===== src/hdl/shp_pkg.sv =====
// Shared types and constants for the 3x3 cross sharpen stream.
`timescale 1ns / 1ps

package shp_pkg;

  // Field widths
  localparam int BYTE_W   = 8;
  localparam int RB_W     = 13;   // row_bytes register
  localparam int WID_W    = 12;   // width_px register
  localparam int ROW_W    = 16;   // height_rows register and row counters
  localparam int CFG_W    = 16;   // config write data
  localparam int REG_IDX_W = 2;

  // Line buffer geometry
  localparam int MAX_ROW_BYTES = 6144;
  localparam int ADDR_W        = $clog2(MAX_ROW_BYTES);
  localparam int TOTAL_W       = $clog2(MAX_ROW_BYTES * (2 ** ROW_W));
  localparam int MIN_STRIDE    = 3;

  // Kernel geometry: neighbors sit one pixel (three bytes) away
  localparam int PIX_BYTES = 3;
  localparam int CTR_TAP   = PIX_BYTES;
  localparam int TAP_SPAN  = 2 * PIX_BYTES + 1;
  localparam int CTR_GAIN  = 5;

  // Divide-by-three of the stride by reciprocal multiply
  localparam int THIRD_SH  = RB_W;
  localparam int THIRD_MUL = (2 ** THIRD_SH + 2) / 3;

  // Register values after reset and what follows from them
  localparam int ROW_BYTES_RST = 1920;
  localparam int WIDTH_RST     = 640;
  localparam int HEIGHT_RST    = 480;
  localparam int STRIDE_RST    = (ROW_BYTES_RST < MIN_STRIDE) ? MIN_STRIDE :
                                 (ROW_BYTES_RST > MAX_ROW_BYTES) ? MAX_ROW_BYTES :
                                 ROW_BYTES_RST;
  localparam int W_RST         = (WIDTH_RST < STRIDE_RST / 3) ? WIDTH_RST : STRIDE_RST / 3;
  localparam int SIG_RST       = PIX_BYTES * W_RST;
  localparam int TOTAL_RST     = STRIDE_RST * HEIGHT_RST;

  typedef enum logic [REG_IDX_W-1:0] {
    REG_ROW_BYTES   = 2'd0,
    REG_WIDTH_PX    = 2'd1,
    REG_HEIGHT_ROWS = 2'd2
  } reg_idx_e;

  typedef enum logic [1:0] {
    MODE_COPY,
    MODE_ZERO,
    MODE_KERNEL
  } mode_e;

  // Per-beat control that travels down the pipe
  typedef struct packed {
    logic  emit;
    mode_e mode;
    logic  last;
  } ctl_t;

  // Image geometry derived from the registers
  typedef struct packed {
    logic [RB_W-1:0]    stride;
    logic [ROW_W-1:0]   height;
    logic [RB_W-1:0]    sig;
    logic [RB_W-1:0]    sig_m3;
    logic [TOTAL_W-1:0] total;
    logic [TOTAL_W-1:0] total_m1;
  } geom_t;

  // Recompute status and re-derived output position
  typedef struct packed {
    logic             busy;
    logic             load;
    logic [ROW_W-1:0] orow;
    logic [RB_W-1:0]  ocol;
  } sync_t;

  // Kernel operands
  typedef struct packed {
    logic [BYTE_W-1:0] center;
    logic [BYTE_W-1:0] left;
    logic [BYTE_W-1:0] right;
    logic [BYTE_W-1:0] above;
    logic [BYTE_W-1:0] below;
  } win_t;

endpackage


===== src/hdl/shp_kern.sv =====
// Cross kernel arithmetic, clamp and output select (pipe stages 3 and 4).
`timescale 1ns / 1ps

module shp_kern (
  input  logic                       clk_i,
  input  logic                       rst_ni,
  input  logic                       adv_i,
  input  logic                       s2_valid_i,
  input  shp_pkg::ctl_t              s2_ctl_i,
  input  shp_pkg::win_t              win_i,
  output logic                       s4_valid_o,
  output logic [shp_pkg::BYTE_W-1:0] s4_byte_o,
  output logic                       s4_last_o
);
  import shp_pkg::*;

  localparam int C5_W  = BYTE_W + 3;
  localparam int NB_W  = BYTE_W + 2;
  localparam int DIF_W = C5_W + 1;

  logic              s3_v_q;
  ctl_t              s3_ctl_q;
  logic [C5_W-1:0]   c5_q;
  logic [NB_W-1:0]   nb_q;
  logic [BYTE_W-1:0] ctr_q;
  logic              s4_v_q;
  logic [BYTE_W-1:0] s4_byte_q;
  logic              s4_last_q;

  logic signed [DIF_W-1:0] diff;
  logic [BYTE_W-1:0]       clamped;
  logic [BYTE_W-1:0]       sel;

  always_comb begin
    diff = $signed({1'b0, c5_q}) - $signed({{(DIF_W-NB_W){1'b0}}, nb_q});
    if (diff[DIF_W-1]) begin
      clamped = '0;
    end else if (|diff[DIF_W-2:BYTE_W]) begin
      clamped = '1;
    end else begin
      clamped = diff[BYTE_W-1:0];
    end
    case (s3_ctl_q.mode)
      MODE_ZERO:   sel = '0;
      MODE_KERNEL: sel = clamped;
      default:     sel = ctr_q;
    endcase
  end

  always_ff @(posedge clk_i) begin
    if (adv_i) begin
      s3_ctl_q  <= s2_ctl_i;
      c5_q      <= C5_W'(win_i.center) * C5_W'(CTR_GAIN);
      nb_q      <= NB_W'(win_i.left) + NB_W'(win_i.right) +
                   NB_W'(win_i.above) + NB_W'(win_i.below);
      ctr_q     <= win_i.center;
      s4_byte_q <= sel;
      s4_last_q <= s3_ctl_q.last;
    end
  end

  always_ff @(posedge clk_i or negedge rst_ni) begin
    if (!rst_ni) begin
      s3_v_q <= 1'b0;
      s4_v_q <= 1'b0;
    end else if (adv_i) begin
      s3_v_q <= s2_valid_i;
      s4_v_q <= s3_v_q && s3_ctl_q.emit;
    end
  end

  assign s4_valid_o = s4_v_q;
  assign s4_byte_o  = s4_byte_q;
  assign s4_last_o  = s4_last_q;

endmodule


===== config.mk =====
export PLATFORM = sky130hd
export DESIGN_NAME = shp_kern
export DESIGN_NICKNAME = d
export VERILOG_FILES = /design/src/hdl/shp_pkg.sv /design/src/hdl/shp_kern.sv
export SDC_FILE = /design/constraint.sdc
export NUM_CORES = 1
export LEC_CHECK = 0
export ABC_AREA = 1
export BUFFER_PORTS_ARGS = -buffer_cell sky130_fd_sc_hd__buf_2
export CAP_MARGIN = 20
export CORE_MARGIN = 2
export CORE_UTILIZATION = 56
export DETAILED_ROUTE_END_ITERATION = 7
export GPL_TIMING_DRIVEN = 0
export PLACE_DENSITY = 0.77
export SLEW_MARGIN = 25
export SYNTH_ARGS = -nofsm -noshare
export SYNTH_HDL_FRONTEND = slang
export SYNTH_SLANG_ARGS = --single-unit
export TNS_END_PERCENT = 10

===== constraint.sdc =====
create_clock -name clk_i -period 2.6 [get_ports clk_i]
set_clock_uncertainty 0.2 [all_clocks]
set_input_delay 0.39 -clock clk_i [delete_from_list [all_inputs] [get_ports clk_i]]
set_output_delay 0.39 -clock clk_i [all_outputs]
set_load 0.1 [all_outputs]

==> impl_metrics.csv <==
group,metric,value,unit
sta,drv_slew,0,
layout,layout_commonest_cell,"nand2_1",
clocking,tritoncts,"yes",
synthesis,postSynthAreaPerCell,9.60,sq um
floorplan,start_util,0.570,
critical_path,worstSetupPathType,"in -> reg",
layout,fin_cells,460,
sta,min_period,2.90,ns
power_and_ir_drop,p_comb_frac,0.524,
critical_path,timing.critical_path.from_type,"primary input",
synthesis,synth_cell_type_count,25,
detailed_routing,routedWlPerCell,11.5,um
clocking,insertion_delay,0.29,ns
detailed_routing,viasPerCell,4.85,
synthesis,async_reset_ff_frac,0.0476,
global_routing,grt_max_degree,44,
global_routing,overflow,0,
clocking,cts_root_buf,"clkbuf_8",
outcome,violations,"negative setup slack",
critical_path,path_max_fanout,2,
detailed_routing,top_layer_used,"met4",
sta,rsz0062_at_grt,"yes",
power_and_ir_drop,pwr-share-seq,0.326,
clocking,clk_path_buf_depth,2,
power_and_ir_drop,switching_share,0.423,
floorplan,rows,27,
detailed_routing,vias,2229,
sta,worst_hold_slack,0.0716,ns
critical_path,end_kind,"register",
power_and_ir_drop,p_int,0.00166,W
critical_path,cpMostUsedCell,"nand2_1",
layout,nFillCells,473,
placement,io_buffers,57,
synthesis,ys.flop_type,"edfxtp_1",
sta,hold_violations,0,
synthesis,ys_seq_area_frac,0.406,
power_and_ir_drop,power.share.clock,0.150,
critical_path,max_stage_delay,0.52,ns
clocking,cts.sinks,42,
layout,final_cell_mix,"nand2_1 (71), inv_1 (67), buf_2 (56)",
sta,max_slew_margin,0.381,
synthesis,ys_warn_count,0,
global_routing,grt_pass1_wl,9.44,mm
floorplan,io_pins,58,
placement,pre_cts_ws,-0.699,ns
layout,antenna_cells,0,
global_routing,grtUsageTotal,0.197,
layout,layout-drive-gt1-share,0.232,
sta,max_freq,345,MHz
floorplan,die_y,78.2,um
outcome,status,"finished, violations left",
power_and_ir_drop,peakVddDrop,0.504,mV
layout,area_growth,17.2,%
clocking,numCtsBuffers,5,
placement,placed_cell_area,3470,sq um
detailed_routing,drt_iter0_drc,125,
clocking,htree_num_levels,2,
critical_path,critical_path_buf_inv_count,3,
sta,worst_slack,-0.296,ns
synthesis,syn_inst,321,
detailed_routing,drt_first_pass_iters,4,
flow_run,drv_cap,0,
critical_path,cp.arrival,2.74,ns
floorplan,fp.dieW,78.2,um
synthesis,synth_edf_count,40,
layout,fin_util,0.668,
critical_path,crit_required,2.45,ns
detailed_routing,drc,0,
floorplan,fp.dieArea,6110,sq um
critical_path,rrSetupSlack,0.17,ns
clocking,clkTransAtPathRegs,0.07,ns
worst_hold_path,hp-class,"in -> reg",
power_and_ir_drop,powerDensity,797,nW/um^2
placement,dp_cells,450,
critical_path,crit_slowest_cell,"fa_1",
layout,fin_area,3610,sq um
global_routing,grt_pass1_vias,2271,
global_routing,antenna_found_initial,0,
placement,place_congestion,0.844,
detailed_routing,drt-met1-wl,2.39,mm
critical_path,crit_family,"adder cells",
power_and_ir_drop,p_leak,1.84,nW
power_and_ir_drop,switching_power,0.00122,W
critical_path,critical_path.cell_chain,"buf_6 -> inv_2 -> fa_1 -> inv_1 -> fa_1 -> ha_2 -> fa_2 -> nand3_2 -> nand2_2 -> nand2_1 -> nand2_1 -> a21oi_2 -> nor2_1 -> o21ai_1 -> nand2_1",
synthesis,synth-seq-cells,42,
sta,worstMarginPinSlew,0.929,ns
detailed_routing,ant_nets,0,
sta,setup_viol,3,
placement,hpwlAfterDp,4.40,mm
synthesis,netlist_area,3080,sq um
layout,nNetsFinal,485,
floorplan,coreArea,5410,sq um
detailed_routing,routed-wl-met2,2.69,mm
sta,period_share,1.11,
synthesis,syn_nets,419,
detailed_routing,totalWireLength,5.29,mm
detailed_routing,wl_met3,134,um
[registers in the layout (all words and copies together) (netlist names)]
signal      count
c5_q           11
ctr_q           6
nb_q           10
s3_ctl_q        4
s3_v_q          1
s4_byte_o       8
s4_last_o       1
s4_valid_o      1
[metal layers]
metal,vias up,GRT usage
met4,0,0.0579
li1,1169,-
met5,-,0
met1,1022,0.243
met3,9,0.0322
met2,29,0.356
[Yosys cell counts (2+ instances only)]
cell type,instances,area share
nand2_1,73,0.089
inv_1,69,0.084
edfxtp_1,40,0.39
ha_1,32,0.13
fa_1,18,0.12
a21oi_1,12,0.019
nand3_1,12,0.019
nand4_1,11,0.022
nor2_1,11,0.013
xor2_1,11,0.031
nand2_2,7,0.014
nand3b_1,4,0.0097
o21ai_0,4,0.0065
xnor2_1,3,0.0085
a21oi_2,2,0.0057
dfrtp_1,2,0.016
nand3_2,2,0.0065
[final cells by class]
class,count,area (sq um),area share
multi-input combinational,207,1590,0.441
sequential,42,1250,0.347
tap,72,90.1,0.0249
buffer,1,3.75,0.00104
inverter,71,268,0.0742
clock buffer,6,82.6,0.0229
timing repair buffer,59,309,0.0856
clock inverter,2,12.5,0.00347
[path summary, 6_finish.rpt]
| kind | start | cells past startpoint | endpoint |
|---|---|---|---|
| max in group asynchronous | rst_ni | 2 | s4_valid_o |
| min in group asynchronous | rst_ni | 2 | s3_v_q |
| hold / removal | s2_ctl_i[2] | 1 | s3_ctl_q[2] |
| hold reg to reg | s3_ctl_q[0] | 0 | s4_last_o |
| setup reg to reg | c5_q[0] | 12 | s4_byte_o[7] |
| setup / recovery | win_i[1] | 15 | nb_q[9] |
[power groups by stage]
| stage | Combinational [W] | Sequential, W | Clock, W |
|---|---|---|---|
| 5_1_grt | 0.00171 | 0.000949 | 0.000476 |
| 3_3_place_gp | 0.00143 | 0.000953 | 0 |
| 4_1_cts | 0.00150 | 0.000940 | 0.000444 |
| 6_report | 0.00151 | 0.000938 | 0.000432 |
| 2_1_floorplan | 0.00103 | 0.00108 | 0 |
| 3_5_place_dp | 0.00146 | 0.000956 | 0 |
[worst reg2reg max path, stage by stage (launching register included)]
cell      delay (ns)
edfxtp_1        0.40
inv_1           0.07
ha_1            0.14
inv_1           0.08
fa_1            0.46
nand3_1         0.13
nand3_2         0.10
nand2_1         0.11
nand3b_1        0.10
nand2_2         0.15
nand4_1         0.11
nand2_1         0.09
nand2_1         0.06
[logic make-up (layout without fill, tap and decap cells)]
logic type,count (synthesis),after routing,share of synthesized area
simple gates,121,121,0.177
buf+inv,72,139,0.0881
fa+ha+maj,50,50,0.247
flops,42,42,0.406
compound gates,21,21,0.0390
xor+xnor,14,14,0.0398
mux,1,1,0.00365
[stage by stage]
stage	setup TNS, ns	total power, W
2_1_floorplan	-1.32	0.00211
3_3_place_gp	-2.59	0.00238
3_5_place_dp	-2.84	0.00242
4_1_cts	-0.700	0.00289
5_1_grt	-1.08	0.00314
6_report	-0.581	0.00288
[timing repair]
action / in CTS / in global routing
hold buffers: 1 / 0
resized for setup: 3 / 5
buffers inserted: 1 / 0
setup endpoints to repair: 4 / 5
pin swaps: 3 / 0
endpoints found under the hold margin: 2 / 0
(Power assumes the default switching activity.)
