[src/hdl/shp_pkg.sv]
// Shared types and constants for the 3x3 cross sharpen stream.
`timescale 1ns / 1ps

package shp_pkg;

  // Field widths
  localparam int BYTE_W   = 8;
  localparam int RB_W     = 13;   // row_bytes register
  localparam int WID_W    = 12;   // width_px register
  localparam int ROW_W    = 16;   // height_rows register and row counters
  localparam int CFG_W    = 16;   // config write data
  localparam int REG_IDX_W = 2;

  // Line buffer geometry
  localparam int MAX_ROW_BYTES = 6144;
  localparam int ADDR_W        = $clog2(MAX_ROW_BYTES);
  localparam int TOTAL_W       = $clog2(MAX_ROW_BYTES * (2 ** ROW_W));
  localparam int MIN_STRIDE    = 3;

  // Kernel geometry: neighbors sit one pixel (three bytes) away
  localparam int PIX_BYTES = 3;
  localparam int CTR_TAP   = PIX_BYTES;
  localparam int TAP_SPAN  = 2 * PIX_BYTES + 1;
  localparam int CTR_GAIN  = 5;

  // Divide-by-three of the stride by reciprocal multiply
  localparam int THIRD_SH  = RB_W;
  localparam int THIRD_MUL = (2 ** THIRD_SH + 2) / 3;

  // Register values after reset and what follows from them
  localparam int ROW_BYTES_RST = 1920;
  localparam int WIDTH_RST     = 640;
  localparam int HEIGHT_RST    = 480;
  localparam int STRIDE_RST    = (ROW_BYTES_RST < MIN_STRIDE) ? MIN_STRIDE :
                                 (ROW_BYTES_RST > MAX_ROW_BYTES) ? MAX_ROW_BYTES :
                                 ROW_BYTES_RST;
  localparam int W_RST         = (WIDTH_RST < STRIDE_RST / 3) ? WIDTH_RST : STRIDE_RST / 3;
  localparam int SIG_RST       = PIX_BYTES * W_RST;
  localparam int TOTAL_RST     = STRIDE_RST * HEIGHT_RST;

  typedef enum logic [REG_IDX_W-1:0] {
    REG_ROW_BYTES   = 2'd0,
    REG_WIDTH_PX    = 2'd1,
    REG_HEIGHT_ROWS = 2'd2
  } reg_idx_e;

  typedef enum logic [1:0] {
    MODE_COPY,
    MODE_ZERO,
    MODE_KERNEL
  } mode_e;

  // Per-beat control that travels down the pipe
  typedef struct packed {
    logic  emit;
    mode_e mode;
    logic  last;
  } ctl_t;

  // Image geometry derived from the registers
  typedef struct packed {
    logic [RB_W-1:0]    stride;
    logic [ROW_W-1:0]   height;
    logic [RB_W-1:0]    sig;
    logic [RB_W-1:0]    sig_m3;
    logic [TOTAL_W-1:0] total;
    logic [TOTAL_W-1:0] total_m1;
  } geom_t;

  // Recompute status and re-derived output position
  typedef struct packed {
    logic             busy;
    logic             load;
    logic [ROW_W-1:0] orow;
    logic [RB_W-1:0]  ocol;
  } sync_t;

  // Kernel operands
  typedef struct packed {
    logic [BYTE_W-1:0] center;
    logic [BYTE_W-1:0] left;
    logic [BYTE_W-1:0] right;
    logic [BYTE_W-1:0] above;
    logic [BYTE_W-1:0] below;
  } win_t;

endpackage

[src/hdl/shp_ctrl.sv]
// Input and output position counters; classifies each beat at the front.
`timescale 1ns / 1ps

module shp_ctrl (
  input  logic                         clk_i,
  input  logic                         rst_ni,
  input  logic                         in_valid_i,
  input  logic                         open_i,
  input  logic                         req_type_i,
  input  logic [shp_pkg::BYTE_W-1:0]   pixel_byte_i,
  input  shp_pkg::geom_t               geom_i,
  input  shp_pkg::sync_t               sync_i,
  output logic                         push_o,
  output logic [shp_pkg::ADDR_W-1:0]   idx_o,
  output logic [shp_pkg::BYTE_W-1:0]   x_o,
  output shp_pkg::ctl_t                ctl_o,
  output logic [shp_pkg::TOTAL_W-1:0]  emit_cnt_o
);
  import shp_pkg::*;

  logic [RB_W-1:0]    col_q, col_d;
  logic [ROW_W-1:0]   row_q, row_d;
  logic [TOTAL_W-1:0] emit_q;
  logic [RB_W-1:0]    ocol_q, ocol_d;
  logic [ROW_W-1:0]   orow_q, orow_d;

  logic          input_done;
  logic          started;
  logic          emit;
  logic          is_last;
  logic [RB_W:0] col_inc;
  logic [RB_W:0] ocol_inc;
  logic          copy_row;
  mode_e         mode;

  always_comb begin
    input_done = row_q >= geom_i.height;
    push_o     = in_valid_i && open_i && !(req_type_i && !input_done);
    x_o        = input_done ? '0 : pixel_byte_i;
    idx_o      = ADDR_W'(col_q);

    col_inc = {1'b0, col_q} + (RB_W+1)'(1);
    if (col_inc >= {1'b0, geom_i.stride}) begin
      col_d = '0;
      row_d = (row_q != '1) ? row_q + ROW_W'(1) : row_q;
    end else begin
      col_d = col_inc[RB_W-1:0];
      row_d = row_q;
    end

    // first result waits until the center tap holds row 0, byte 0
    if (row_q == '0) begin
      started = {1'b0, col_q} >= {1'b0, geom_i.stride} + (RB_W+1)'(CTR_TAP);
    end else if (row_q == ROW_W'(1)) begin
      started = col_q >= RB_W'(CTR_TAP);
    end else begin
      started = 1'b1;
    end
    emit    = (emit_q != '0 || started) && emit_q < geom_i.total;
    is_last = emit_q == geom_i.total_m1;

    ocol_inc = {1'b0, ocol_q} + (RB_W+1)'(1);
    if (ocol_inc >= {1'b0, geom_i.stride}) begin
      ocol_d = '0;
      orow_d = orow_q + ROW_W'(1);
    end else begin
      ocol_d = ocol_inc[RB_W-1:0];
      orow_d = orow_q;
    end

    copy_row = orow_q == '0 ||
               ({1'b0, orow_q} + (ROW_W+1)'(1)) >= {1'b0, geom_i.height};
    if (copy_row) begin
      mode = MODE_COPY;
    end else if (ocol_q >= geom_i.sig) begin
      mode = MODE_ZERO;
    end else if (ocol_q < RB_W'(PIX_BYTES) || ocol_q >= geom_i.sig_m3) begin
      mode = MODE_COPY;    // edge pixels
    end else begin
      mode = MODE_KERNEL;
    end

    ctl_o.emit = emit;
    ctl_o.mode = mode;
    ctl_o.last = emit && is_last;
  end

  always_ff @(posedge clk_i or negedge rst_ni) begin
    if (!rst_ni) begin
      col_q  <= '0;
      row_q  <= '0;
      emit_q <= '0;
      ocol_q <= '0;
      orow_q <= '0;
    end else if (sync_i.load) begin
      ocol_q <= sync_i.ocol;
      orow_q <= sync_i.orow;
    end else if (push_o) begin
      if (emit && is_last) begin
        col_q  <= '0;
        row_q  <= '0;
        emit_q <= '0;
        ocol_q <= '0;
        orow_q <= '0;
      end else begin
        col_q <= col_d;
        row_q <= row_d;
        if (emit) begin
          emit_q <= emit_q + TOTAL_W'(1);
          ocol_q <= ocol_d;
          orow_q <= orow_d;
        end
      end
    end
  end

  assign emit_cnt_o = emit_q;

endmodule

[config.mk]
export PLATFORM = sky130hd
export DESIGN_NAME = shp_ctrl
export DESIGN_NICKNAME = d
export VERILOG_FILES = /design/src/hdl/shp_pkg.sv /design/src/hdl/shp_ctrl.sv
export SDC_FILE = /design/constraint.sdc
export NUM_CORES = 1
export LEC_CHECK = 0
export BUFFER_PORTS_ARGS = -buffer_cell sky130_fd_sc_hd__buf_2
export CAP_MARGIN = 0
export CORE_MARGIN = 2
export CORE_UTILIZATION = 57
export CTS_BUF_LIST = sky130_fd_sc_hd__clkbuf_4
export CTS_CLUSTER_SIZE = 8
export DETAILED_ROUTE_END_ITERATION = 8
export PLACE_DENSITY = 0.81
export SETUP_SLACK_MARGIN = 0.05
export SLEW_MARGIN = 10
export SYNTH_ARGS = -nofsm -noshare
export SYNTH_HDL_FRONTEND = slang
export SYNTH_SLANG_ARGS = --single-unit
[constraint.sdc]
create_clock -name clk_i -period 4.1 [get_ports clk_i]
set_input_delay 0.615 -clock clk_i [delete_from_list [all_inputs] [get_ports clk_i]]
set_output_delay 0.615 -clock clk_i [all_outputs]
set_load 0.02 [all_outputs]
==> out/results.ini <==
[route]
detail_route.drc_violations=0
routed_wirelength_um=26100
route.detailed.vias_per_inst=5.98
antenna_violating_nets_post_route=0
route.detailed.wl_per_inst_um=17.1
drt_first_pass_iters=7
vias=9151
detail_route.iter0.violations=658

[synth]
postSynthCellCount=1079
mapped_nets=1371
ys_types=69
async_reset_ff_frac=1.00
netlist_area_um2=9040
dominant_register_cell_in_the_synthesized_netlist=dfrtp_1
synth.top_cell.area_share=0.241
synth_top_area_cell=dfrtp_1
synth.ff_latch_count=87
synth_sequential_area_ratio=0.241
synth-edff-count=0
synth.avg_cell_area_um2=8.38
synthesis.yosys.warnings=0
main_area_contributors_after_synthesis=dfrtp_1 (24%), ha_1 (19%), inv_1 (5.0%)

[power_and_ir_drop]
leakagePower_nw=5.67
finalPower_mw=2.90
pwr_density_cell_nw_per_um2=268
net-switching-power_mw=1.21
p_int_mw=1.69
power.share.switching=0.419
pwr-share-comb=0.439
share_seq_of_total_power=0.396
clock_power_share=0.166
vdd.ir_drop.worst_mv=0.199

[floorplanning]
initial_core_util=0.576
die_width_um=130
floorplan.core_area_um2=15700
total_i_o_pin_count=212
design.die.area_um2=16900
core_rows=46
chip_height_um=130

[timing]
min_period_over_period=1.03
final_number_of_hold_violating_endpoints=0
setup_viol_count_final=2
timing_max_transition_violations_final=0
setup_tns_ps=-134
tightestPinTransition_ps=822
max_freq_ghz=0.237
hold_ws_ps=160
fin_worst_skew_ps=17.9
final.setup.worst_slack_ps=-119
rsz0062_at_grt=yes
max-slew-margin-rel=0.452
finalCriticalPeriod_ps=4220

[clocking]
clock_insertion_delay_worst_skew_ps=510
clkSlewWorstSetupHoldPaths_ps=150
cts_tree=done
clock_sinks=87
htree_num_levels=3
cts.root.buffer_cell=clkbuf_4
tritoncts_buffers=9
ctsLongestPathBuffers=2
cts_hold_repair.buffers=0

[setup_path]
worst-setup-path-type=reg -> out
crit_path_end_kind=output pin
critical_path.most_common_cell=buf_6
timing.critical_path.from_type=flip-flop
critical-path-max-stage-delay_ps=420
cp_data_arrival_time_ps=3600
worst-endpoint-required_ps=3480
critical_path.max_fanout=3
worstPathCellList=ha_2 -> nand2_2 -> nor3_4 -> nand3_2 -> buf_6 -> xnor2_2 -> ha_1 -> a211o_1 -> or2_4 -> a21oi_2 -> a21oi_1 -> a41oi_2 -> and4b_1 -> buf_6
timing.critical_path.max_delay_family=simple AND/OR/NAND/NOR gates
slowest_stage=dfrtp_1
path_buf_inv=2

[placed_design]
hpwl_um=19600
place_congestion=0.910
dpl.cell_count=1504
postPlaceCellArea_um2=10500
place_worst_setup_slack_ps=161
placement.io_buffers=210

[finish]
total_area_of_multi_input_combinational_cells_um2=6400
final_nets=1600
layout.core_utilization=0.689
post_route_cells_drive_above_1_share=0.254
final_cell_count_no_fill=1530
layout.filler_cells=1303
flow.area_growth_from_synthesis_pct=19.8
final_area_um2=10800
register_area_um2=2180

[global_route]
track_usage=0.307
wire_length_of_the_first_global_routing_pass_um=41400
grt_max_degree=59
gr-total-overflow=0
grt_pass1_vias=8512
antenna_violations_before_repair=1

[min_path]
worstHoldPathType=in -> async

[run_status]
status=finished, violations left
failed_checks=setup timing

[flow_run]
cap_viol_max_count=0

registers in the layout, summed over array words and instances (netlist names):
register,cells
emit_cnt_o,29
idx_o,13
row_q,16
ocol_q,13
orow_q,16
power groups by stage:
stage	logic (mW)	clock network, mW	registers [mW]
after global placement	1.11	0	1.15
after global routing	1.43	0.518	1.17
after floorplan	0.763	0	1.13
after CTS	1.21	0.488	1.13
after detailed placement	1.15	0	1.15
final	1.27	0.480	1.15
logic make-up (layout without fill, tap and decap cells):
group,Yosys count,after routing,synth area share
simple gates,358,358,0.217
compound gates,239,239,0.183
buf+inv,159,393,0.0713
fa+ha+maj,135,135,0.187
xor+xnor,89,89,0.0862
flops,87,87,0.241
mux,12,12,0.0156
other cells,0,1,0
worst paths after layout:
| check | endpoint | startpoint | slack, ps | depth (start not counted) |
|---|---|---|---|---|
| max in group asynchronous | emit_cnt_o[27] | rst_ni | 3040 | 2 |
| hold reg to reg | row_q[5] | row_q[5] | 570 | 1 |
| min in group clk_i | ocol_q[4] | sync_i[4] | 320 | 3 |
| setup / recovery | ctl_o[2] | orow_q[1] | -120 | 14 |
| setup reg to reg | row_q[3] | idx_o[0] | 340 | 16 |
| hold / removal | row_q[10] | rst_ni | 160 | 1 |
cell usage after synthesis, types with 14 or more instances:
cell      number
a22o_1        21
a21o_1        19
and3_1        15
xor2_1        44
xnor2_1       45
nor2_1        53
ha_1         135
a21oi_1       46
nand2b_1      14
nand2_1       63
nand3_1       54
or4_1         15
o21ai_0       57
clkbuf_1      20
inv_1        121
dfrtp_1       87
nor4_1        23
nor3_1        18
and2_1        17
nand4_1       39
cell type report:
class,instances,share of cell area
timing repair buffer,253,0.129
tap,216,0.0249
clock inverter,6,0.00416
inverter,124,0.0432
multi-input combinational,833,0.591
sequential,87,0.201
antenna,1,0.000231
clock buffer,10,0.00693
worst reg2reg max path, stage by stage (launching register included):
cell,delay (ps)
dfrtp_1,580
ha_1,300
nand3_1,140
nor2_1,190
and3_1,260
and3_1,250
xor2_1,100
ha_1,220
a211oi_1,280
o21ai_0,130
a21oi_1,130
o31a_1,200
o21ai_1,80
buf_4,190
and4_1,220
o21ai_0,210
o2bb2ai_1,180
layout by cell type, fill, tap and decap left out, types with 18 or more instances in the layout:
cell     Yosys  final
buf_2        8    207
ha_1       135    133
inv_1      121    120
dfrtp_1     87     86
nand2_1     63     62
o21ai_0     57     56
nand3_1     54     50
nor2_1      53     50
xor2_1      44     44
a21oi_1     46     43
buf_4        1     43
xnor2_1     45     41
nand4_1     39     39
nor4_1      23     21
a22o_1      21     21
a21o_1      19     18
routing by layer:
metal  up-vias  part of all wire  GRT usage
met4         0             0.021     0.0955
met3        50             0.070     0.0480
met5         -                 0          0
met1      4310              0.42      0.404
li1       4402                 -          -
met2       389              0.48      0.521
what timing repair did:
| item | CTS | global route |
|---|---|---|
| hold endpoints to repair | 0 | 0 |
| setup buffers | 6 | 3 |
| gates resized for setup | 13 | 28 |
| pin swaps | 10 | 19 |
| cloned | 0 | 0 |
| setup endpoints to repair | 2 | 10 |
(Power assumes the default switching activity.)
