### config.mk
export PLATFORM = sky130hd
export DESIGN_NAME = shp_cfg
export DESIGN_NICKNAME = d
export VERILOG_FILES = /design/src/hdl/shp_pkg.sv /design/src/hdl/shp_cfg.sv
export SDC_FILE = /design/constraint.sdc
export NUM_CORES = 1
export LEC_CHECK = 0
export BUFFER_PORTS_ARGS = -buffer_cell sky130_fd_sc_hd__buf_2
export CAP_MARGIN = 30
export CORE_MARGIN = 2
export CORE_UTILIZATION = 55
export CTS_CLUSTER_SIZE = 25
export DETAILED_ROUTE_END_ITERATION = 10
export PLACE_DENSITY = 0.75
export SYNTH_ARGS = -nofsm -noshare
export SYNTH_HDL_FRONTEND = slang
export SYNTH_SLANG_ARGS = --single-unit
### constraint.sdc
create_clock -name clk_i -period 8.1 [get_ports clk_i]
set_clock_uncertainty 0.05 [all_clocks]
set_input_delay 1.62 -clock clk_i [delete_from_list [all_inputs] [get_ports clk_i]]
set_output_delay 1.62 -clock clk_i [all_outputs]
set_load 0.02 [all_outputs]
### src/hdl/shp_pkg.sv
// Shared types and constants for the 3x3 cross sharpen stream.
`timescale 1ns / 1ps

package shp_pkg;

  // Field widths
  localparam int BYTE_W   = 8;
  localparam int RB_W     = 13;   // row_bytes register
  localparam int WID_W    = 12;   // width_px register
  localparam int ROW_W    = 16;   // height_rows register and row counters
  localparam int CFG_W    = 16;   // config write data
  localparam int REG_IDX_W = 2;

  // Line buffer geometry
  localparam int MAX_ROW_BYTES = 6144;
  localparam int ADDR_W        = $clog2(MAX_ROW_BYTES);
  localparam int TOTAL_W       = $clog2(MAX_ROW_BYTES * (2 ** ROW_W));
  localparam int MIN_STRIDE    = 3;

  // Kernel geometry: neighbors sit one pixel (three bytes) away
  localparam int PIX_BYTES = 3;
  localparam int CTR_TAP   = PIX_BYTES;
  localparam int TAP_SPAN  = 2 * PIX_BYTES + 1;
  localparam int CTR_GAIN  = 5;

  // Divide-by-three of the stride by reciprocal multiply
  localparam int THIRD_SH  = RB_W;
  localparam int THIRD_MUL = (2 ** THIRD_SH + 2) / 3;

  // Register values after reset and what follows from them
  localparam int ROW_BYTES_RST = 1920;
  localparam int WIDTH_RST     = 640;
  localparam int HEIGHT_RST    = 480;
  localparam int STRIDE_RST    = (ROW_BYTES_RST < MIN_STRIDE) ? MIN_STRIDE :
                                 (ROW_BYTES_RST > MAX_ROW_BYTES) ? MAX_ROW_BYTES :
                                 ROW_BYTES_RST;
  localparam int W_RST         = (WIDTH_RST < STRIDE_RST / 3) ? WIDTH_RST : STRIDE_RST / 3;
  localparam int SIG_RST       = PIX_BYTES * W_RST;
  localparam int TOTAL_RST     = STRIDE_RST * HEIGHT_RST;

  typedef enum logic [REG_IDX_W-1:0] {
    REG_ROW_BYTES   = 2'd0,
    REG_WIDTH_PX    = 2'd1,
    REG_HEIGHT_ROWS = 2'd2
  } reg_idx_e;

  typedef enum logic [1:0] {
    MODE_COPY,
    MODE_ZERO,
    MODE_KERNEL
  } mode_e;

  // Per-beat control that travels down the pipe
  typedef struct packed {
    logic  emit;
    mode_e mode;
    logic  last;
  } ctl_t;

  // Image geometry derived from the registers
  typedef struct packed {
    logic [RB_W-1:0]    stride;
    logic [ROW_W-1:0]   height;
    logic [RB_W-1:0]    sig;
    logic [RB_W-1:0]    sig_m3;
    logic [TOTAL_W-1:0] total;
    logic [TOTAL_W-1:0] total_m1;
  } geom_t;

  // Recompute status and re-derived output position
  typedef struct packed {
    logic             busy;
    logic             load;
    logic [ROW_W-1:0] orow;
    logic [RB_W-1:0]  ocol;
  } sync_t;

  // Kernel operands
  typedef struct packed {
    logic [BYTE_W-1:0] center;
    logic [BYTE_W-1:0] left;
    logic [BYTE_W-1:0] right;
    logic [BYTE_W-1:0] above;
    logic [BYTE_W-1:0] below;
  } win_t;

endpackage

### src/hdl/shp_cfg.sv
// Config registers, derived geometry and output-position re-derivation.
`timescale 1ns / 1ps

module shp_cfg (
  input  logic                         clk_i,
  input  logic                         rst_ni,
  input  logic                         cfg_valid_i,
  output logic                         cfg_ready_o,
  input  logic [shp_pkg::REG_IDX_W-1:0] cfg_index_i,
  input  logic [shp_pkg::CFG_W-1:0]    cfg_data_i,
  input  logic [shp_pkg::TOTAL_W-1:0]  emit_cnt_i,
  output shp_pkg::geom_t               geom_o,
  output shp_pkg::sync_t               sync_o
);
  import shp_pkg::*;

  localparam int IT_W   = $clog2(TOTAL_W);
  localparam int PROD_W = RB_W + THIRD_SH;

  typedef enum logic [2:0] {
    ST_IDLE,
    ST_CLAMP,
    ST_TOTAL,
    ST_THIRD,
    ST_SIG,
    ST_DIV,
    ST_LOAD
  } state_e;

  state_e             state_q;
  logic [RB_W-1:0]    row_bytes_q;
  logic [WID_W-1:0]   width_q;
  logic [ROW_W-1:0]   height_q;
  logic [RB_W-1:0]    stride_q;
  logic [WID_W-1:0]   w_q;
  logic [RB_W-1:0]    sig_q;
  logic [RB_W-1:0]    sig_m3_q;
  logic [TOTAL_W-1:0] total_q;
  logic [TOTAL_W-1:0] total_m1_q;
  logic [IT_W-1:0]    it_q;
  logic [RB_W-1:0]    rem_q;
  logic [TOTAL_W-1:0] quo_q;

  logic                 wr;
  logic [RB_W-1:0]      stride_d;
  logic [TOTAL_W-1:0]   area;
  logic [PROD_W-1:0]    third_prod;
  logic [WID_W-1:0]     third;
  logic [WID_W-1:0]     w_d;
  logic [RB_W:0]        rem_sh;
  logic                 ge;
  logic [RB_W:0]        rem_sub;

  assign wr = cfg_valid_i && cfg_ready_o;
  assign cfg_ready_o = 1'b1;

  always_comb begin
    stride_d = row_bytes_q;
    if (row_bytes_q < RB_W'(MIN_STRIDE)) begin
      stride_d = RB_W'(MIN_STRIDE);
    end else if (32'(row_bytes_q) > MAX_ROW_BYTES) begin
      stride_d = RB_W'(MAX_ROW_BYTES);
    end
  end

  assign area       = TOTAL_W'(stride_q) * TOTAL_W'(height_q);
  assign third_prod = PROD_W'(stride_q) * PROD_W'(THIRD_MUL);
  assign third      = third_prod[THIRD_SH +: WID_W];
  assign w_d        = (width_q < third) ? width_q : third;

  // one restoring shift-subtract step per cycle
  assign rem_sh  = {rem_q, quo_q[TOTAL_W-1]};
  assign ge      = rem_sh >= {1'b0, stride_q};
  assign rem_sub = rem_sh - {1'b0, stride_q};

  always_ff @(posedge clk_i or negedge rst_ni) begin
    if (!rst_ni) begin
      state_q     <= ST_IDLE;
      row_bytes_q <= RB_W'(ROW_BYTES_RST);
      width_q     <= WID_W'(WIDTH_RST);
      height_q    <= ROW_W'(HEIGHT_RST);
      stride_q    <= RB_W'(STRIDE_RST);
      w_q         <= WID_W'(W_RST);
      sig_q       <= RB_W'(SIG_RST);
      sig_m3_q    <= RB_W'(SIG_RST - PIX_BYTES);
      total_q     <= TOTAL_W'(TOTAL_RST);
      total_m1_q  <= TOTAL_W'(TOTAL_RST - 1);
      it_q        <= '0;
      rem_q       <= '0;
      quo_q       <= '0;
    end else if (wr) begin
      state_q <= ST_CLAMP;
      unique case (cfg_index_i)
        REG_ROW_BYTES:   row_bytes_q <= cfg_data_i[RB_W-1:0];
        REG_WIDTH_PX:    width_q     <= cfg_data_i[WID_W-1:0];
        REG_HEIGHT_ROWS: height_q    <= cfg_data_i[ROW_W-1:0];
        default:         ;
      endcase
    end else begin
      unique case (state_q)
        ST_IDLE: ;
        ST_CLAMP: begin
          stride_q <= stride_d;
          state_q  <= ST_TOTAL;
        end
        ST_TOTAL: begin
          total_q <= area;
          state_q <= ST_THIRD;
        end
        ST_THIRD: begin
          w_q        <= w_d;
          total_m1_q <= total_q - TOTAL_W'(1);
          state_q    <= ST_SIG;
        end
        ST_SIG: begin
          sig_q    <= RB_W'({w_q, 1'b0}) + RB_W'(w_q);
          sig_m3_q <= RB_W'({w_q, 1'b0}) + RB_W'(w_q) - RB_W'(PIX_BYTES);
          quo_q    <= emit_cnt_i;
          rem_q    <= '0;
          it_q     <= '0;
          state_q  <= ST_DIV;
        end
        ST_DIV: begin
          rem_q <= ge ? rem_sub[RB_W-1:0] : rem_sh[RB_W-1:0];
          quo_q <= {quo_q[TOTAL_W-2:0], ge};
          it_q  <= it_q + IT_W'(1);
          if (it_q == IT_W'(TOTAL_W - 1)) begin
            state_q <= ST_LOAD;
          end
        end
        ST_LOAD: state_q <= ST_IDLE;
        default: state_q <= ST_IDLE;
      endcase
    end
  end

  assign geom_o.stride   = stride_q;
  assign geom_o.height   = height_q;
  assign geom_o.sig      = sig_q;
  assign geom_o.sig_m3   = sig_m3_q;
  assign geom_o.total    = total_q;
  assign geom_o.total_m1 = total_m1_q;

  assign sync_o.busy = state_q != ST_IDLE;
  assign sync_o.load = state_q == ST_LOAD;
  assign sync_o.orow = (|quo_q[TOTAL_W-1:ROW_W]) ? '1 : quo_q[ROW_W-1:0];
  assign sync_o.ocol = rem_q;

endmodule

==> results of run 1 <==
cells by family (layout without fill, tap and decap cells):
| group | Yosys count | after routing | synth area share [%] |
|---|---|---|---|
| xor+xnor | 89 | 89 | 4.02 |
| buf+inv | 377 | 534 | 7.33 |
| simple gates | 612 | 612 | 14.8 |
| flops | 200 | 200 | 26.1 |
| fa+ha+maj | 398 | 398 | 33.5 |
| other cells | 1 | 1 | 0.0194 |
| compound gates | 296 | 296 | 9.20 |
| mux | 91 | 91 | 4.99 |
cell type report:
class                           instances  area (um2)
Timing Repair Buffer                  212        1150
Fill cell                            2928       13200
Clock buffer                           18         439
Inverter                              290        1090
Multi-Input combinational cell       1487       12900
Clock inverter                         14         168
Sequential cell                       200        5060
Tap cell                              455         569
metal layers:
metal | up-vias | GRT usage [%] | routed length, um
met5 | - | 0 | 0
met4 | 0 | 7.66 | 1030
met3 | 68 | 3.84 | 3200
met2 | 446 | 40.9 | 21200
met1 | 7355 | 36.5 | 20100
li1 | 6999 | - | -
sequential cells by signal, indices dropped and copies added (netlist names):
| name | flops |
|---|---|
| total_q | 29 |
| it_q | 5 |
| sig_q | 13 |
| sig_m3_q | 13 |
| quo_q | 29 |
| total_m1_q | 29 |
| row_bytes_q | 13 |
| height_q | 16 |
| state_q | 3 |
| stride_q | 13 |
| width_q | 12 |
| rem_q | 13 |
| w_q | 12 |
worst paths after layout:
check | start | endpoint | slack [ns]
max | stride_q[7] | w_q[11] | 0.66
min reg2reg | sig_q[10] | sig_q[10] | 0.41
min | sig_q[10] | sig_q[10] | 0.41
max reg2reg | stride_q[7] | w_q[11] | 0.66
min in group asynchronous | rst_ni | total_q[4] | 1.07
max in group asynchronous | rst_ni | w_q[9] | 5.60
cells in the final DEF, fill, tap and decap left out, drive strengths merged, types with 45 or more instances in the layout:
master | synthesis | final
a21oi | 54 | 54
and2 | 88 | 88
buf | 6 | 211
dfrtp | 152 | 152
dfstp | 48 | 48
fa | 201 | 201
ha | 197 | 197
inv | 290 | 298
mux2 | 45 | 45
mux2i | 46 | 46
nand2 | 318 | 318
nor2 | 56 | 56
o21ai | 135 | 135
xnor2 | 52 | 52
metrics by stage:
| step | hold slack, ns | cells | setup slack, ns | util, % |
|---|---|---|---|---|
| 3_5_place_dp | 0.400 | 2641 | 0.723 | 59.8 |
| 4_1_cts | 0.414 | 2673 | 0.699 | 61.6 |
| 3_3_place_gp | 0.401 | 2641 | 0.904 | 59.8 |
| 5_1_grt | 0.440 | 2676 | 0.103 | 61.7 |
| 2_1_floorplan | 0.413 | 2064 | 1.23 | - |
| 6_report | 0.413 | 2676 | 0.661 | 61.7 |
worst max-delay path, stage by stage (launching register included):
cell      delay [ns]
dfstp_2         0.92
ha_1            0.37
ha_1            0.29
inv_1           0.06
fa_1            0.53
inv_1           0.05
fa_1            0.52
inv_1           0.05
fa_1            0.53
inv_1           0.04
ha_1            0.31
nand4_1         0.19
a211oi_1        0.26
a22oi_1         0.14
a311oi_1        0.42
o21ai_0         0.16
a21boi_0        0.30
nor2_1          0.09
xnor2_1         0.14
ha_1            0.30
nand4_1         0.13
nor2_1          0.18
a21oi_1         0.09
o211ai_1        0.10
a41o_1          0.53
inv_1           0.19
a21oi_1         0.22
o221ai_1        0.13
==> flow_metrics.env, run 1 <==
export IMPL_yosysTopAreaCellShare_pct=20.8
export IMPL_vias_per_cell=5.56
export IMPL_drive_gt1_share_pct=16.6
export IMPL_tritoncts="done"
export IMPL_die_height_um=192
export IMPL_cts_hold_buffers=0
export IMPL_portBuffers=193
export IMPL_cts_buffers=17
export IMPL_gp_congestion=0.859
export IMPL_grt_max_degree=125
export IMPL_endpoint_kind="flip-flop"
export IMPL_synth_cell_area_um2=19400
export IMPL_cts_root_buf="clkbuf_16"
export IMPL_ys_flop_type="dfrtp_1"
export IMPL_drt_total_wl_um=45500
export IMPL_worstRegToRegCells=27
export IMPL_finalSetupViolations=0
export IMPL_grt_pass1_vias=14800
export IMPL_ctsResizeCount=0
export IMPL_htree_levels=4
export IMPL_row_count=68
export IMPL_synthesis_nets=2512
export IMPL_synth_largest_area_cell="fa_1"
export IMPL_cts_post_setup_buffers_inserted=0
export IMPL_placed_area_um2=20700
export IMPL_hold_path_depth=2
export IMPL_initial_core_util_pct=56.0
export IMPL_worst_setup_path_start_kind="flip-flop"
export IMPL_drt_wirelength_per_cell_um=17.0
export IMPL_synth_most_common_cell="nand2_1"
export IMPL_ys_seq_area_share_pct=26.1
export IMPL_rsz0062_at_grt="false"
export IMPL_synthArstFlopShare_pct=100
export IMPL_clock_sinks=200
export IMPL_tightest_slew_ns=0.987
export IMPL_ant_nets=0
export IMPL_n_antenna_cell=0
export IMPL_track_usage_pct=25.7
export IMPL_clk_path_buf_depth=2
export IMPL_drv_slew=0
export IMPL_fin_tns_setup_ns=0
export IMPL_final_period_utilization_pct=91.8
export IMPL_status="complete, no violations"
export IMPL_core_area_um2=34600
export IMPL_fin_crit_ns=7.44
export IMPL_syn_inst=2064
export IMPL_slew_headroom_pct=33.9
export IMPL_synthToLayoutAreaGrowth_pct=10.3
export IMPL_die_area_um2=36700
export IMPL_drtIter0Drc=703
export IMPL_synth_edf_count=0
export IMPL_vias=14900
export IMPL_drtPass1Iterations=5
export IMPL_hp_class="reg2reg"
export IMPL_path_class="reg2reg"
export IMPL_dieWidth_um=192
export IMPL_clkTransAtPathRegs_ns=0.08
export IMPL_worst_ep_arrival_time_ns=7.71
export IMPL_worstPathRequired_ns=8.37
export IMPL_dp_hpwl_um=35200
export IMPL_yosys_warnings=0
export IMPL_ys_seq_elements=200
export IMPL_route_detailed_drc=0
export IMPL_grt_pass1_wl_um=74800
export IMPL_overflow=0
export IMPL_synth_common_cells="nand2_1, inv_1, fa_1"
export IMPL_nNetsFinal=2656
export IMPL_cap_violations=0
export IMPL_ios=195
export IMPL_synth_area_top_cells="fa_1, dfrtp_1, ha_1"
export IMPL_synth_distinct_cells=64
export IMPL_avgSynthCellArea_um2=9.39
export IMPL_crit_fanout=24
export IMPL_max_freq_ghz=0.134
export IMPL_hold_viol_final=0
export IMPL_stdcell_area_um2=21400
export IMPL_antenna_found_initial=0
export IMPL_clk_latency_ns=0.47
Power of run 1 is not shown: default switching activity piles up to over one toggle a cycle in this logic, so the estimate is an artifact.
==> run 2, diff against run 1 <==
--- a/config.mk
+++ b/config.mk
@@ -8,10 +8,11 @@
 export BUFFER_PORTS_ARGS = -buffer_cell sky130_fd_sc_hd__buf_2
 export CAP_MARGIN = 30
 export CORE_MARGIN = 2
-export CORE_UTILIZATION = 55
+export CORE_UTILIZATION = 61
 export CTS_CLUSTER_SIZE = 25
 export DETAILED_ROUTE_END_ITERATION = 10
-export PLACE_DENSITY = 0.75
+export HOLD_SLACK_MARGIN = 0.02
+export PLACE_DENSITY = 0.82
 export SYNTH_ARGS = -nofsm -noshare
 export SYNTH_HDL_FRONTEND = slang
 export SYNTH_SLANG_ARGS = --single-unit
==> flow_metrics.env, run 2 (synthesis gave the netlist of run 1 again) <==
export IMPL_die_area_um2=33200
export IMPL_clk_path_buf_depth=2
export IMPL_drt_total_wl_um=45300
export IMPL_slew_headroom_pct=44.6
export IMPL_clock_sinks=200
export IMPL_dieWidth_um=182
export IMPL_worstPathRequired_ns=8.38
export IMPL_post_route_util_pct=67.7
export IMPL_finalSetupViolations=0
export IMPL_drtIter0Drc=949
export IMPL_fin_crit_ns=7.36
export IMPL_fin_tns_setup_ns=0
export IMPL_final_period_utilization_pct=90.9
export IMPL_crit_end="w_q[11]"
export IMPL_n_antenna_cell=0
export IMPL_critPathMaxStageDelay_ns=0.90
export IMPL_endpoint_kind="flip-flop"
export IMPL_drive_gt1_share_pct=16.5
export IMPL_top_layer_used="met5"
export IMPL_wl_met3_um=3410
export IMPL_grt_pass1_vias=15200
export IMPL_hp_class="reg2reg"
export IMPL_reg_largest_list="quo_q (29), total_m1_q (29), total_q (29)"
export IMPL_cts_root_buf="clkbuf_16"
export IMPL_antenna_found_initial=1
export IMPL_drt_wirelength_per_cell_um=17.3
export IMPL_rsz0062_at_grt="false"
export IMPL_clkTransAtPathRegs_ns=0.08
export IMPL_ant_nets=0
export IMPL_cts_buffers=17
export IMPL_row_count=65
export IMPL_vias=15100
export IMPL_max_freq_ghz=0.136
export IMPL_overflow=0
export IMPL_vias_per_cell=5.75
export IMPL_r2r_start="stride_q[7]"
export IMPL_cpMaxStageDelayCell="dfstp_2"
export IMPL_htree_levels=4
export IMPL_gp_congestion=0.880
export IMPL_cap_violations=0
export IMPL_track_usage_pct=28.4
export IMPL_dp_hpwl_um=35100
export IMPL_route_detailed_drc=0
export IMPL_hold_viol_final=0
export IMPL_crit_start="stride_q[7]"
export IMPL_crit_fanout=24
export IMPL_path_common_cell="inv_1"
export IMPL_wl_met1_um=19300
export IMPL_status="complete, no violations"
export IMPL_timing_rr_end="w_q[11]"
export IMPL_ctsResizeCount=0
export IMPL_grt_max_degree=75
export IMPL_drtPass1Iterations=5
export IMPL_synthToLayoutAreaGrowth_pct=9.71
export IMPL_layout_common_cells="nand2_1, inv_1, fa_1"
export IMPL_finalWorstSetupSlack_ns=0.740
export IMPL_whs_ns=0.411
export IMPL_drv_slew=0
export IMPL_worst_ep_arrival_time_ns=7.64
export IMPL_cts_post_setup_buffers_inserted=0
export IMPL_ff2ff_setup_slack_ns=0.74
export IMPL_layout_commonest_cell="nand2_1"
export IMPL_preCtsSetupSlack_ns=0.854
export IMPL_portBuffers=193
export IMPL_grt_pass1_wl_um=75200
export IMPL_wl_met2_um=21500
export IMPL_min_from="sig_q[9]"
export IMPL_ios=195
export IMPL_initial_core_util_pct=61.7
export IMPL_worstRegToRegCells=27
export IMPL_path_class="reg2reg"
export IMPL_tightest_slew_ns=0.828
export IMPL_worst_setup_path_start_kind="flip-flop"
export IMPL_core_area_um2=31400
export IMPL_die_height_um=182
export IMPL_clk_latency_ns=0.47
export IMPL_cts_hold_buffers=0
export IMPL_tritoncts="done"
export IMPL_nNetsFinal=2656
## run 2: layer usage
metal | global-route usage [%] | vias up
met5 | 0 | -
met4 | 9.19 | 2
met3 | 6.07 | 87
met2 | 45.4 | 517
met1 | 38.8 | 7483
li1 | - | 6991
## run 2: through the flow
step           cells  cell area [um2]
5_1_grt         2623            21300
3_3_place_gp    2588            20600
6_report        2623            21300
4_1_cts         2622            21300
3_5_place_dp    2590            20700
2_1_floorplan   2064            19400
## run 2: how the worst min path moves through the flow
stage                           endpoint  slack, ns  cells after the start
after global placement          sig_q[9]       0.40                      2
after detailed placement        sig_q[9]       0.40                      2
after floorplan                quo_q[10]       0.41                      2
after global routing      total_m1_q[19]       0.44                      2
after CTS                       sig_q[9]       0.41                      2
final                           sig_q[9]       0.41                      2
## run 2: worst max-delay path: cells and delay by family, from the launching register on
family	cells	cell delay, ns
buffers and inverters	5	0.41
DFF	1	0.90
and+or+nand+nor	4	0.51
xor gates and xnor gates	1	0.14
AOI/OAI and AO/OA	10	2.34
adders and majority gates	7	2.87
## run 2: final cells by class
class                           instances  area (um2)
Clock buffer                           20         447
Clock inverter                         12         131
Fill cell                            2484       10100
Inverter                              290        1090
Multi-Input combinational cell       1487       12900
Sequential cell                       200        5060
Tap cell                              402         503
Timing Repair Buffer                  212        1130
Power of run 2 is left out for the same reason.
==> run 3, diff against run 2 <==
==> config.mk (replaced) <==
export PLATFORM = sky130hd
export DESIGN_NAME = shp_cfg
export DESIGN_NICKNAME = d
export VERILOG_FILES = /design/src/hdl/shp_pkg.sv /design/src/hdl/shp_cfg.sv
export SDC_FILE = /design/constraint.sdc
export NUM_CORES = 1
export LEC_CHECK = 0
export BUFFER_PORTS_ARGS = -buffer_cell sky130_fd_sc_hd__buf_4
export CAP_MARGIN = 30
export CORE_MARGIN = 2
export CORE_UTILIZATION = 40
export CTS_CLUSTER_SIZE = 25
export DETAILED_ROUTE_END_ITERATION = 10
export HOLD_SLACK_MARGIN = 0.02
export PLACE_DENSITY = 0.59
export SYNTH_ARGS = -nofsm -noshare
export SYNTH_HDL_FRONTEND = slang
export SYNTH_SLANG_ARGS = --single-unit
==> flow_metrics.env, run 3 (synthesis gave the netlist of run 1 again) <==
export IMPL_clkTransAtPathRegs_ns=0.08
export IMPL_cap_violations=0
export IMPL_dp_hpwl_um=37700
export IMPL_status="complete, no violations"
export IMPL_cts_buffers=17
export IMPL_slew_headroom_pct=42.5
export IMPL_drt_wirelength_per_cell_um=16.8
export IMPL_met2_usage_pct=30.5
export IMPL_clk_path_buf_depth=2
export IMPL_dp_cells=2802
export IMPL_drv_slew=0
export IMPL_htree_levels=4
export IMPL_cts_hold_buffers=0
export IMPL_drive_gt1_share_pct=16.6
export IMPL_whs_ns=0.416
export IMPL_worst_ep_arrival_time_ns=7.63
export IMPL_max_freq_ghz=0.137
export IMPL_worstPathRequired_ns=8.40
export IMPL_grt_max_degree=92
export IMPL_drt_total_wl_um=47700
export IMPL_endpoint_kind="flip-flop"
export IMPL_worst_setup_path_start_kind="flip-flop"
export IMPL_drtPass1Iterations=5
export IMPL_vias_per_cell=5.14
export IMPL_finalSetupViolations=0
export IMPL_final_period_utilization_pct=90.4
export IMPL_crit_fanout=24
export IMPL_cts_root_buf="clkbuf_16"
export IMPL_grt_pass1_wl_um=77600
export IMPL_busiest_layer="met2"
export IMPL_hold_path_depth=2
export IMPL_gp_congestion=0.894
export IMPL_tritoncts="done"
export IMPL_layout_common_cells="nand2_1, inv_1, buf_4"
export IMPL_portBuffers=193
export IMPL_track_usage_pct=19.6
export IMPL_worstRegToRegCells=27
export IMPL_initial_core_util_pct=40.6
export IMPL_fin_tns_setup_ns=0
export IMPL_die_area_um2=50200
export IMPL_synthToLayoutAreaGrowth_pct=14.0
export IMPL_overflow=0
export IMPL_cts_post_setup_buffers_inserted=0
export IMPL_nNetsFinal=2656
export IMPL_min_from="total_m1_q[18]"
export IMPL_rsz0062_at_grt="false"
export IMPL_ant_nets=0
export IMPL_die_height_um=224
export IMPL_grt_use_met3_pct=3.95
export IMPL_layout_commonest_cell="nand2_1"
export IMPL_grtUsageMet1_pct=27.7
export IMPL_vias=14600
export IMPL_tightest_slew_ns=0.860
export IMPL_clock_sinks=200
export IMPL_ctsResizeCount=0
export IMPL_r2r_start="stride_q[7]"
export IMPL_hp_class="reg2reg"
export IMPL_drtIter0Drc=718
export IMPL_finalNonFillerCells=2837
export IMPL_crit_start="stride_q[7]"
export IMPL_clk_latency_ns=0.50
export IMPL_path_class="reg2reg"
export IMPL_post_route_util_pct=46.3
export IMPL_route_detailed_drc=0
export IMPL_hold_viol_final=0
export IMPL_grt_pass1_vias=14700
export IMPL_ios=195
export IMPL_row_count=80
export IMPL_fin_crit_ns=7.32
export IMPL_dieWidth_um=224
export IMPL_reg_largest_list="quo_q (29), total_m1_q (29), total_q (29)"
export IMPL_core_area_um2=47700
export IMPL_antenna_found_initial=0
-- run 3: cell types whose count changed in the layout (fill, tap and decap cells not counted), moves of 2 or more --
cell        change
buf_2         -192
buf_4         +192
clkinvlp_4      -3
inv_12          +3
bufinv_16       +2
clkbuf_1        -2
inv_8           +2
-- run 3: final timing paths --
kind	end	slack, ns
worst max-delay path	w_q[11]	0.78
worst min-delay path	total_m1_q[18]	0.42
worst max register to register	w_q[11]	0.78
worst min register to register	total_m1_q[18]	0.42
max in group asynchronous	stride_q[0]	5.59
min in group asynchronous	sig_m3_q[1]	1.14
-- run 3: per-stage QoR --
step	area [um2]	setup slack, ns
after global placement	21400	1.06
after detailed placement	21400	0.856
after CTS	22100	0.828
final	22100	0.776
after floorplan	19400	1.23
after global routing	22100	0.202
-- run 3: area by class of cell --
class	instances	area [um2]
timing repair buffer	212	1620
clock inverter	15	231
multi-input combinational	1487	12900
antenna	1	2.50
sequential	200	5060
clock buffer	17	425
inverter	290	1090
fill	4548	25700
tap	615	769
-- run 3: metal layers --
| layer | vias to the layer above | share of wire (%) |
|---|---|---|
| li1 | 7002 | - |
| met1 | 7315 | 48 |
| met2 | 232 | 46 |
| met3 | 39 | 3.9 |
| met4 | 0 | 1.9 |
| met5 | - | 0 |
-- run 3: worst max-delay path, cell delays in order, from the launching register on --
cell,delay [ns]
dfstp_2,0.86
ha_1,0.36
ha_1,0.29
inv_1,0.05
fa_1,0.52
inv_1,0.05
fa_1,0.53
inv_1,0.05
fa_1,0.53
inv_1,0.05
ha_1,0.31
nand4_1,0.13
a211oi_1,0.26
a22oi_1,0.16
a311oi_1,0.42
o21ai_0,0.16
a21boi_0,0.29
nor2_1,0.09
xnor2_1,0.13
ha_1,0.31
nand4_1,0.12
nor2_1,0.18
a21oi_1,0.09
o211ai_1,0.10
a41o_1,0.57
inv_1,0.19
a21oi_1,0.21
o221ai_1,0.13
Power of run 3 is left out for the same reason.
